$ cat src/c2ppm_pkg.sv
package c2ppm_pkg;

    // Field and configuration widths
    localparam int CFG_IDX_W  = 3;
    localparam int CFG_DATA_W = 16;
    localparam int TIME_W     = 32;
    localparam int ADC_W      = 10;
    localparam int TEMP_W     = 12;
    localparam int PPM_W      = 16;
    localparam int STATUS_W   = 2;

    // Configuration register indexes
    localparam logic [CFG_IDX_W-1:0] CFG_SERIES   = 3'd0;
    localparam logic [CFG_IDX_W-1:0] CFG_PIN      = 3'd1;
    localparam logic [CFG_IDX_W-1:0] CFG_CELL     = 3'd2;
    localparam logic [CFG_IDX_W-1:0] CFG_TCOEF    = 3'd3;
    localparam logic [CFG_IDX_W-1:0] CFG_PPMF     = 3'd4;
    localparam logic [CFG_IDX_W-1:0] CFG_INTERVAL = 3'd5;

    // Output status codes
    localparam logic [STATUS_W-1:0] ST_OK       = 2'd0;
    localparam logic [STATUS_W-1:0] ST_RES_BAD  = 2'd1;
    localparam logic [STATUS_W-1:0] ST_COMP_BAD = 2'd2;

    // How a transaction ends
    localparam int FIN_W = 3;
    localparam logic [FIN_W-1:0] FIN_HOLD = 3'd0;
    localparam logic [FIN_W-1:0] FIN_RES  = 3'd1;
    localparam logic [FIN_W-1:0] FIN_COMP = 3'd2;
    localparam logic [FIN_W-1:0] FIN_SAT  = 3'd3;
    localparam logic [FIN_W-1:0] FIN_QUO  = 3'd4;

    // Arithmetic constants
    localparam logic [ADC_W:0]  ADC_FULL   = 11'd1024;
    localparam logic [12:0]     TEMP_REF   = 13'd400;      // 25 C in 1/16 degree
    localparam logic [29:0]     COMP_ONE   = 30'd1048576;  // 1.0 in Q20
    localparam logic [23:0]     PPM_SCALE  = 24'd15625000; // 16e9 / 2^10
    localparam int              SCALE_SH   = 10;

    // Divider
    localparam int QUO_W = PPM_W;
    localparam int CNT_W = $clog2(QUO_W);
    localparam logic [CNT_W-1:0] CNT_LAST = CNT_W'(QUO_W - 1);
    localparam logic [CNT_W-1:0] CNT_STEP = CNT_W'(1);

    typedef struct packed {
        logic             load;
        logic             mul1;
        logic             mul2;
        logic             mul3;
        logic             mul4;
        logic             mul5;
        logic             sat;
        logic             div;
        logic             fin;
        logic [FIN_W-1:0] fin_kind;
    } t_cmd;

    typedef struct packed {
        logic due;
        logic n_bad;
        logic comp_bad;
        logic ge;
    } t_stat;

endpackage

$ cat src/c2ppm_ctrl.sv
module c2ppm_ctrl (
    input  logic             i_clk,
    input  logic             i_rst_n,
    input  logic             i_in_valid,
    output logic             o_in_ready,
    output logic             o_out_valid,
    input  logic             i_out_ready,
    input  c2ppm_pkg::t_stat i_stat,
    output c2ppm_pkg::t_cmd  o_cmd
);

    localparam logic [3:0] S_IDLE = 4'd0;
    localparam logic [3:0] S_MUL1 = 4'd1;
    localparam logic [3:0] S_MUL2 = 4'd2;
    localparam logic [3:0] S_MUL3 = 4'd3;
    localparam logic [3:0] S_MUL4 = 4'd4;
    localparam logic [3:0] S_MUL5 = 4'd5;
    localparam logic [3:0] S_SAT  = 4'd6;
    localparam logic [3:0] S_DIV  = 4'd7;
    localparam logic [3:0] S_DONE = 4'd8;

    logic [3:0]                    r_state, n_state;
    logic [c2ppm_pkg::FIN_W-1:0]   r_fin, n_fin;
    logic [c2ppm_pkg::CNT_W-1:0]   r_cnt, n_cnt;
    logic                          r_out_valid, n_out_valid;
    logic                          w_accept;
    logic                          w_slot;

    assign o_in_ready  = (r_state == S_IDLE);
    assign o_out_valid = r_out_valid;
    assign w_accept    = i_in_valid && o_in_ready;
    assign w_slot      = !r_out_valid || i_out_ready;

    always_comb begin
        o_cmd          = '0;
        o_cmd.load     = w_accept;
        o_cmd.mul1     = (r_state == S_MUL1);
        o_cmd.mul2     = (r_state == S_MUL2);
        o_cmd.mul3     = (r_state == S_MUL3);
        o_cmd.mul4     = (r_state == S_MUL4);
        o_cmd.mul5     = (r_state == S_MUL5);
        o_cmd.sat      = (r_state == S_SAT);
        o_cmd.div      = (r_state == S_DIV);
        o_cmd.fin      = (r_state == S_DONE) && w_slot;
        o_cmd.fin_kind = r_fin;
    end

    always_comb begin
        n_state = r_state;
        n_fin   = r_fin;
        n_cnt   = r_cnt;
        case (r_state)
            S_IDLE: begin
                if (w_accept) begin
                    if (i_stat.due) begin
                        n_state = S_MUL1;
                    end else begin
                        n_fin   = c2ppm_pkg::FIN_HOLD;
                        n_state = S_DONE;
                    end
                end
            end
            S_MUL1: n_state = S_MUL2;
            S_MUL2: n_state = S_MUL3;
            S_MUL3: begin
                if (i_stat.n_bad) begin
                    n_fin   = c2ppm_pkg::FIN_RES;
                    n_state = S_DONE;
                end else if (i_stat.comp_bad) begin
                    n_fin   = c2ppm_pkg::FIN_COMP;
                    n_state = S_DONE;
                end else begin
                    n_state = S_MUL4;
                end
            end
            S_MUL4: n_state = S_MUL5;
            S_MUL5: n_state = S_SAT;
            S_SAT: begin
                if (i_stat.ge) begin
                    n_fin   = c2ppm_pkg::FIN_SAT;
                    n_state = S_DONE;
                end else begin
                    n_cnt   = c2ppm_pkg::CNT_LAST;
                    n_state = S_DIV;
                end
            end
            S_DIV: begin
                if (r_cnt == '0) begin
                    n_fin   = c2ppm_pkg::FIN_QUO;
                    n_state = S_DONE;
                end else begin
                    n_cnt = r_cnt - c2ppm_pkg::CNT_STEP;
                end
            end
            S_DONE: begin
                if (w_slot) begin
                    n_state = S_IDLE;
                end
            end
            default: n_state = S_IDLE;
        endcase
    end

    // Output register: load on finish, drop once taken
    always_comb begin
        n_out_valid = r_out_valid;
        if (o_cmd.fin) begin
            n_out_valid = 1'b1;
        end else if (i_out_ready) begin
            n_out_valid = 1'b0;
        end
    end

    always_ff @(posedge i_clk) begin
        if (!i_rst_n) begin
            r_state     <= S_IDLE;
            r_fin       <= c2ppm_pkg::FIN_HOLD;
            r_cnt       <= '0;
            r_out_valid <= 1'b0;
        end else begin
            r_state     <= n_state;
            r_fin       <= n_fin;
            r_cnt       <= n_cnt;
            r_out_valid <= n_out_valid;
        end
    end

`ifndef ASSERT_OFF
    a_fin_has_slot: assert property (@(posedge i_clk) disable iff (!i_rst_n)
        o_cmd.fin |-> (!r_out_valid || i_out_ready))
        else $error("result written over an untaken transaction");

    a_one_at_a_time: assert property (@(posedge i_clk) disable iff (!i_rst_n)
        w_accept |=> !o_in_ready)
        else $error("input taken while a transaction is in flight");

    a_div_ends: assert property (@(posedge i_clk) disable iff (!i_rst_n)
        (r_state == S_DIV && r_cnt == '0) |=> (r_state == S_DONE && r_fin == c2ppm_pkg::FIN_QUO))
        else $error("divider did not finish after its last step");

    a_fin_shows: assert property (@(posedge i_clk) disable iff (!i_rst_n)
        o_cmd.fin |=> (r_out_valid && r_state == S_IDLE))
        else $error("finished transaction not presented");
`endif

endmodule

$ cat config.mk
export PLATFORM = sky130hd
export DESIGN_NAME = c2ppm_ctrl
export DESIGN_NICKNAME = d
export VERILOG_FILES = /design/src/c2ppm_pkg.sv /design/src/c2ppm_ctrl.sv
export SDC_FILE = /design/constraint.sdc
export NUM_CORES = 1
export LEC_CHECK = 0
export ABC_AREA = 1
export BUFFER_PORTS_ARGS = -buffer_cell sky130_fd_sc_hd__buf_2
export CAP_MARGIN = 20
export CORE_UTILIZATION = 40
export CTS_CLUSTER_DIAMETER = 150
export DETAILED_ROUTE_END_ITERATION = 6
export SLEW_MARGIN = 40
export SYNTH_ARGS = -nofsm -noshare
export SYNTH_HDL_FRONTEND = slang
export SYNTH_SLANG_ARGS = --single-unit
$ cat constraint.sdc
create_clock -name i_clk -period 1.4 [get_ports i_clk]
set_input_delay 0.07 -clock i_clk [delete_from_list [all_inputs] [get_ports i_clk]]
set_output_delay 0.07 -clock i_clk [all_outputs]
set_load 0.01 [all_outputs]
After elaboration in Yosys (flattened, before gate mapping):

Cells that the tools add are included.

* register bits after elaboration: 12
* bits of input ports: 8
* output and inout port bits: 14
* logic and storage cells: 53

* add/sub/neg operators: 1
* equal/unequal tests: 16
* muxes and demuxes: 20
* reduce and logical (&&, ||, !) cells: 12

Operators with widths (number)
* 4-bit 2-to-1 mux: 9
* 4-bit case mux with 9 select lines: 1
* 3-bit 2-to-1 mux: 6
* 4-bit by 3-bit == test with 1-bit output (second input constant): 4
* 3-bit case mux with 4 select lines: 1
* 2-bit != test (second input constant): 5
* 4-bit by 2-bit == test with 1-bit output (second input constant): 2
* 4-bit zero test: 2
* 4-bit case mux with 2 select lines: 1
* 3-bit AND reduction: 2
* 6-bit AND reduction: 1
* 4-bit by 1-bit == test with 1-bit output (second input constant): 1
* 4-bit == test (second input constant): 1
* 2-bit by 1-bit != test with 1-bit output (second input constant): 2
* 2-bit nonzero test: 2
* 4-bit nonzero test: 1
* 4-bit by 1-bit subtractor with 4-bit output (second input constant): 1
* 3-bit != test (second input constant): 1
* 1-bit logical AND: 2
* 1-bit 2-to-1 mux: 2
* 1-bit zero test: 1
* 1-bit logical OR: 1

Longest topological paths before layout:

Gate-level depths: netlist (run 1).

* word-level depth: 4
* depth in mapped cells: 9
* mapped depth without buffers: 9

Least setup slack after synthesis (run 1):

Ideal clock, no wire load.

* kind: reg-to-reg
* start point: reg r_cnt[0] in the netlist's numbering
* end point: reg r_cnt[2] in the netlist's numbering
* library setup time: 0.070 ns
* arrival time: 1.158 ns
* data required time: 1.330 ns
* slack: 0.172 ns
* stages on the path, launching flop included: 10
* path buffers: 0
* clock period less this slack: 1.228 ns
* path through: dfxtp_1 -> inv_1 -> ha_1 -> nand3_1 -> inv_1 -> nand2_1 -> inv_1 -> nor2_1 -> nand2_1 -> a21oi_1

* longest elaborated chain between the ends: 3
* elaborated cells on any way between the ends: 6
* those cells by class: add/sub: 1; eq/ne: 1; mux: 2; reduce/logical: 2

RTL lines
* start, declared: RTL line c2ppm_ctrl.sv:24 `logic [c2ppm_pkg::CNT_W-1:0] r_cnt, n_cnt;`
* start signal, assigned: RTL line c2ppm_ctrl.sv:123 `r_cnt <= n_cnt;`
* 4-bit by 1-bit subtractor with 4-bit output / 4-bit zero test (equally long branches): RTL line c2ppm_ctrl.sv:92, c2ppm_ctrl.sv:88
* 4-bit 2-to-1 mux / 2-bit != test (equally long branches)
* 4-bit case mux with 2 select lines / 3-bit AND reduction (equally long branches)

Several ways; a longest one is shown, not always the timed one. The select of a mux whose other input is x is not followed.
A chain may end at the register's enable or synchronous reset.

==> impl_metrics.py, run 1 <==
metrics = {
    "status": {
        "outcome": "finished clean",
    },
    "final_layout": {
        "mostFrequentLayoutCells": "25 x inv_1, 24 x nand2_1, 21 x buf_2, 14 x nor2_1, 11 x nand3_1",
        "fin_nets": 166,
        "diodes": 0,
        "final_util_pct": 54.1,
        "layout-drive-gt1-share_pct": 34.0,
        "final_common_cell": "inv_1",
        "area_growth_syn_to_layout_pct": 28.3,
    },
    "sta": {
        "fin_skew_ns": 0.000655,
        "period_needed_ns": 1.32,
        "fmax_mhz": 758,
        "grt_setup_unrepaired": "no",
        "max_slew.worst_pin.slew_ns": 0.258,
        "fin_tns_setup_ns": 0,
        "max-slew-margin-rel_pct": 82.8,
        "hold_viol": 0,
        "finalCritPeriodShare_pct": 94.2,
        "final-max-slew-violation-count": 0,
        "setup_viol": 0,
    },
    "worst_setup_path": {
        "critPathArrivalTime_ns": 1.25,
        "crit_type": "register to primary output",
        "worst_path_max_delay_cell": "dfxtp_1",
        "endpoint_kind": "primary output",
        "cpPeakStageDelay_ns": 0.44,
        "crit_chain": "buf_4 -> nor2_4 -> nand2_2 -> inv_2 -> buf_2",
        "cp_max_fo": 5,
        "critPathLaunchType": "register",
        "cp.required_ns": 1.33,
    },
    "routing": {
        "vias": 851,
        "drc_errors": 0,
        "detail_route.first_pass.iterations": 4,
        "detail-route-antenna-nets": 0,
        "drtIter0Drc": 11,
        "avgViaCountPerCell": 4.65,
        "totalWireLength_mm": 1.87,
        "post_drt_wl_per_cell_um": 10.2,
    },
    "hold_path": {
        "hold_path_class": "input pin to register",
    },
    "pwr": {
        "p_leak_nw": 0.611,
        "powerDensity_nw_per_um2": 878,
        "ir_worst_vdd_mv": 0.799,
    },
    "logic_synthesis": {
        "synthCells": 129,
        "synth-seq-cells": 12,
        "ys_seq_area_share_pct": 29.0,
        "synth.net_count": 138,
        "syn_area_um2": 827,
        "ys_warn_count": 0,
        "syn_area_per_cell_um2": 6.41,
        "ys_types": 23,
    },
    "die": {
        "die_y_um": 47.5,
        "fp.dieW_um": 47.5,
        "dieArea_um2": 2250,
        "rows": 16,
        "ioPinCount": 22,
        "coreArea_um2": 1960,
        "start_util_pct": 42.2,
    },
    "global_routing": {
        "grt_overflow": 0,
        "grt_pass1_wl_mm": 2.94,
        "antenna_found_initial": 0,
        "grt_util_all_layers_pct": 18.8,
        "grt_pass1_vias": 686,
        "grt_max_degree": 8,
    },
    "place": {
        "port_buffers": 21,
        "dpl.hpwl_mm": 1.49,
        "gp_congestion": 0.760,
    },
    "clock_network": {
        "cts_made_buffers": 3,
        "cts_tree": "built",
        "ctsHoldBuffers": 0,
        "clock-sinks": 12,
        "cts-root-buf": "clkbuf_4",
        "clock_latency_ns": 0.27,
        "htree_levels": 1,
        "cts_max_path_buffers": 2,
        "cts.reportedPaths.clkPinSlew_ns": 0.08,
    },
    "run": {
        "drv_cap": 0,
    },
}
## worst paths after layout
check / depth (start not counted) / endpoint / startpoint / slack (ns)
worst min register to register: 2 / r_fin[2] / r_fin[2] / 0.50
worst min-delay path: 3 / r_fin[1] / i_rst_n / 0.07
worst max-delay path: 5 / o_cmd[5] / r_state[0] / 0.08
worst max register to register: 9 / r_fin[0] / r_cnt[1] / 0.14
## kinds of logic after synthesis
logic type | Yosys count | share of synthesized area (%)
AO/OA/AOI/OAI | 16 | 10.7
flip-flops | 12 | 29.0
adder cells (fa/ha/maj) | 1 | 1.51
AND/OR/NAND/NOR | 69 | 42.8
XOR/XNOR | 1 | 1.06
buffers and inverters | 30 | 14.8
## critical path, delay by kind of cell (launching register included)
| kind | cells | cell delay [ns] |
|---|---|---|
| buffers and inverters | 3 | 0.36 |
| flip-flops | 1 | 0.44 |
| AND/OR/NAND/NOR | 2 | 0.17 |
## layout make-up
| type | count | area [um^2] |
|---|---|---|
| Clock buffer | 4 | 36.3 |
| Sequential cell | 12 | 245 |
| Fill cell | 233 | 901 |
| Multi-Input combinational cell | 87 | 503 |
| Inverter | 28 | 108 |
| Timing Repair Buffer | 25 | 135 |
| Tap cell | 27 | 33.8 |
## stage by stage
| step | hold slack (ns) | cell area, um^2 | cells | power [mW] | worst slack (ns) |
|---|---|---|---|---|---|
| floorplan | 0.191 | 827 | 129 | 0.562 | 0.172 |
| global placement | 0.355 | 981 | 179 | 0.637 | 0.0485 |
| detailed placement | 0.361 | 981 | 179 | 0.641 | 0.00977 |
| CTS | 0.0645 | 1030 | 183 | 0.929 | 0.0313 |
| global route | 0.0687 | 1060 | 183 | 0.991 | 0.00959 |
| finish | 0.0663 | 1060 | 183 | 0.931 | 0.0811 |
## power breakdown
part,internal (mW),switching (mW),leakage (nW)
Sequential,0.366,0.0231,0.0989
Combinational,0.109,0.153,0.491
Clock,0.158,0.123,0.0210
Total,0.632,0.299,0.611
## routing by layer
layer  up-vias  track usage (%)  wire (um)
met3         2             5.66         88
met1       371             27.1        925
li1        457                -          -
met2        21             28.8        847
met4         0             1.71          8
met5         -                0          0
## registers in the layout (all words and copies together), names as in the netlist
name and cells:
r_cnt 4, r_state 4, r_fin 3, o_out_valid 1
## synth_stat cells
master	n	area, um^2
inv_1	26	97.6
nand2_1	24	90.1
nor2_1	17	63.8
nand3_1	13	65.1
dfxtp_1	12	240
a21oi_1	11	55.1
nand2_4	3	33.8
nand3_2	3	30.0
buf_4	2	15.0
nand3b_1	2	15.0
nor2_2	2	12.5
o211ai_1	2	15.0
o21ai_0	2	10.0
ha_1	1	12.5
inv_2	1	3.75
inv_4	1	6.26
nand2_2	1	6.26
nand4_1	1	6.26
nor2_8	1	20.0
nor3_1	1	5.00
o21ai_2	1	8.76
or2_2	1	6.26
xnor2_1	1	8.76
## what timing repair did
item,in CTS,in global routing
setup endpoints to repair,2,9
setup buffers,0,1
gates resized for setup,4,11
pin swaps,0,1
(Power assumes the default switching activity.)
==> inputs of run 2 (changes only) <==
--- a/config.mk
+++ b/config.mk
@@ -8,9 +8,13 @@
 export ABC_AREA = 1
 export BUFFER_PORTS_ARGS = -buffer_cell sky130_fd_sc_hd__buf_2
 export CAP_MARGIN = 20
-export CORE_UTILIZATION = 40
+export CELL_PAD_IN_SITES_DETAIL_PLACEMENT = 0
+export CELL_PAD_IN_SITES_GLOBAL_PLACEMENT = 2
+export CORE_ASPECT_RATIO = 1.75
+export CORE_UTILIZATION = 26
 export CTS_CLUSTER_DIAMETER = 150
 export DETAILED_ROUTE_END_ITERATION = 6
+export PLACE_DENSITY_LB_ADDON = 0.1
 export SLEW_MARGIN = 40
 export SYNTH_ARGS = -nofsm -noshare
 export SYNTH_HDL_FRONTEND = slang
==> run 2 against run 1 <==
The flow now finishes with violations (DRC). Sequential share of layout area shrank 0.87 points. Core utilization shrank 17 points. Largest cell class unchanged. Die area is 52% higher. Cell count up 10%. Hold slack better by 0.042 ns. Global-route usage shrank 4.8 points. Count of clock-buffer cells in the layout stayed put. Highest routed layer unchanged.
==> impl_metrics.py, run 2 (synthesis results as in run 1) <==
metrics = {
    "routing": {
        "vias": 852,
        "totalWireLength_mm": 2.10,
        "avgViaCountPerCell": 4.22,
        "drc_errors": 1,
        "detail_route.first_pass.iterations": 6,
        "post_drt_wl_per_cell_um": 10.4,
        "drtIter0Drc": 5,
        "detail-route-antenna-nets": 0,
    },
    "global_routing": {
        "grt_util_all_layers_pct": 14.0,
        "grt_pass1_vias": 833,
        "grt_max_degree": 8,
        "grt_overflow": 0,
        "antenna_found_initial": 0,
        "grt_pass1_wl_mm": 3.62,
    },
    "status": {
        "outcome": "finished, violations left",
        "violations": "DRC",
    },
    "place": {
        "dpl.hpwl_mm": 1.77,
        "gp_congestion": 0.827,
        "preCtsSetupSlack_ns": 0.0157,
        "port_buffers": 21,
    },
    "pwr": {
        "p_leak_nw": 0.631,
        "p_seq_share_pct": 37.6,
        "swShare_pct": 29.2,
        "powerDensity_nw_per_um2": 939,
        "p_int_mw": 0.733,
        "power_switching_mw": 0.302,
        "power_frac_clock_pct": 36.2,
        "power_frac_comb_pct": 26.2,
        "ir_worst_vdd_mv": 0.384,
    },
    "final_layout": {
        "fin_nets": 170,
        "fill_cells": 342,
        "area_growth_syn_to_layout_pct": 33.3,
        "layout-drive-gt1-share_pct": 33.8,
        "final_common_cell": "inv_1",
        "largest_registers": "r_cnt: 4 flops, r_state: 4 flops, r_fin: 3 flops",
        "diodes": 0,
        "final_util_pct": 37.2,
        "mostFrequentLayoutCells": "25 x inv_1, 24 x nand2_1, 21 x buf_2, 15 x nor2_1, 12 x nand3_1",
    },
    "worst_setup_path": {
        "worst-path-buf-inv": 3,
        "crit_type": "register to primary output",
        "endpoint_kind": "primary output",
        "critPathArrivalTime_ns": 1.24,
        "cp_top_family": "buffers and inverters",
        "cpPeakStageDelay_ns": 0.37,
        "cp.required_ns": 1.33,
        "crit_chain": "nor2_2 -> buf_4 -> nand3_1 -> buf_4 -> nor2_1 -> buf_2",
        "crit_top_cell": "buf_4",
        "critPathLaunchType": "register",
        "worst_path_max_delay_cell": "dfxtp_4",
        "cp_max_fo": 5,
    },
    "die": {
        "dieArea_um2": 3420,
        "ioPinCount": 22,
        "start_util_pct": 27.9,
        "rows": 26,
        "fp.dieW_um": 44.6,
        "coreArea_um2": 2960,
        "die_y_um": 76.6,
    },
    "clock_network": {
        "cts_made_buffers": 3,
        "cts-root-buf": "clkbuf_8",
        "cts_max_path_buffers": 2,
        "htree_levels": 1,
        "cts.reportedPaths.clkPinSlew_ns": 0.06,
        "clock_latency_ns": 0.24,
        "clock-sinks": 12,
        "cts_tree": "built",
    },
    "hold_path": {
        "hold_path_class": "input pin to register",
    },
    "sta": {
        "grt_setup_unrepaired": "yes",
        "setup_viol": 0,
        "period_needed_ns": 1.31,
        "fin_ws_ns": 0.0932,
        "max-slew-margin-rel_pct": 82.9,
        "fin_skew_ns": 0.00320,
        "max_slew.worst_pin.slew_ns": 0.256,
        "hold_viol": 0,
        "finalCritPeriodShare_pct": 93.3,
        "fmax_mhz": 765,
        "final-max-slew-violation-count": 0,
    },
    "run": {
        "drv_cap": 0,
    },
}
run 2: changes by cell type in the layout (fill, tap and decap cells not counted), sizes merged:
| cell | change |
|---|---|
| buf | +4 |
run 2: path summary, 6_finish.rpt:
kind              startpoint        to  slack [ns]  cells past startpoint
setup / recovery  r_state[1]  o_cmd[3]        0.09                      6
hold / removal       i_rst_n  r_fin[1]        0.11                      3
setup reg to reg  r_state[1]  r_fin[1]        0.13                      7
hold reg to reg     r_fin[2]  r_fin[2]        0.47                      2
run 2: metrics by stage:
| step | instances | instance area, um^2 | total power [mW] | hold WS, ns | TNS [ns] |
|---|---|---|---|---|---|
| 4_1_cts | 201 | 1080 | 1.04 | 0.115 | 0 |
| 3_3_place_gp | 197 | 1020 | 0.661 | 0.356 | 0 |
| 3_5_place_dp | 197 | 1020 | 0.659 | 0.361 | 0 |
| 6_report | 202 | 1100 | 1.03 | 0.109 | 0 |
| 2_1_floorplan | 129 | 827 | 0.562 | 0.191 | 0 |
| 5_1_grt | 202 | 1100 | 1.10 | 0.129 | -0.0472 |
run 2: tightest hold or removal path, delay by kind of cell:
family,cells,cell delay [ns]
buf+inv,1,0.13
simple gates,2,0.10
run 2: timing repair:
| item | 4_1_cts | 5_1_grt |
|---|---|---|
| hold endpoints to repair | 0 | 0 |
| hold buffers | 0 | 0 |
| pin swaps | 0 | 1 |
| gates resized for setup | 1 | 7 |
| buffers inserted | 0 | 1 |
| endpoints found under the setup margin | 1 | 11 |
run 2: power groups by stage:
stage	Combinational (mW)	Sequential [mW]	Clock, mW
after floorplan	0.162	0.400	0
after global placement	0.267	0.394	0
after detailed placement	0.266	0.393	0
after CTS	0.267	0.387	0.383
after global routing	0.305	0.392	0.402
final	0.271	0.389	0.375
run 2: layout make-up:
cell class	instances	area (um^2)	area share (%)
inverters	28	108	9.76
repair buffers	29	165	15.0
flip-flops and latches	12	245	22.2
well taps	42	52.6	4.77
multi-input cells	87	477	43.2
clock buffers	4	55.1	4.99
run 2: per-layer routing:
| layer | vias up | track usage (%) | routed length, um |
|---|---|---|---|
| met2 | 14 | 25.7 | 1180 |
| met1 | 374 | 15.3 | 839 |
| met4 | 0 | 4.55 | 20 |
| met3 | 2 | 2.13 | 57 |
| li1 | 462 | - | - |
| met5 | - | 0 | 0 |
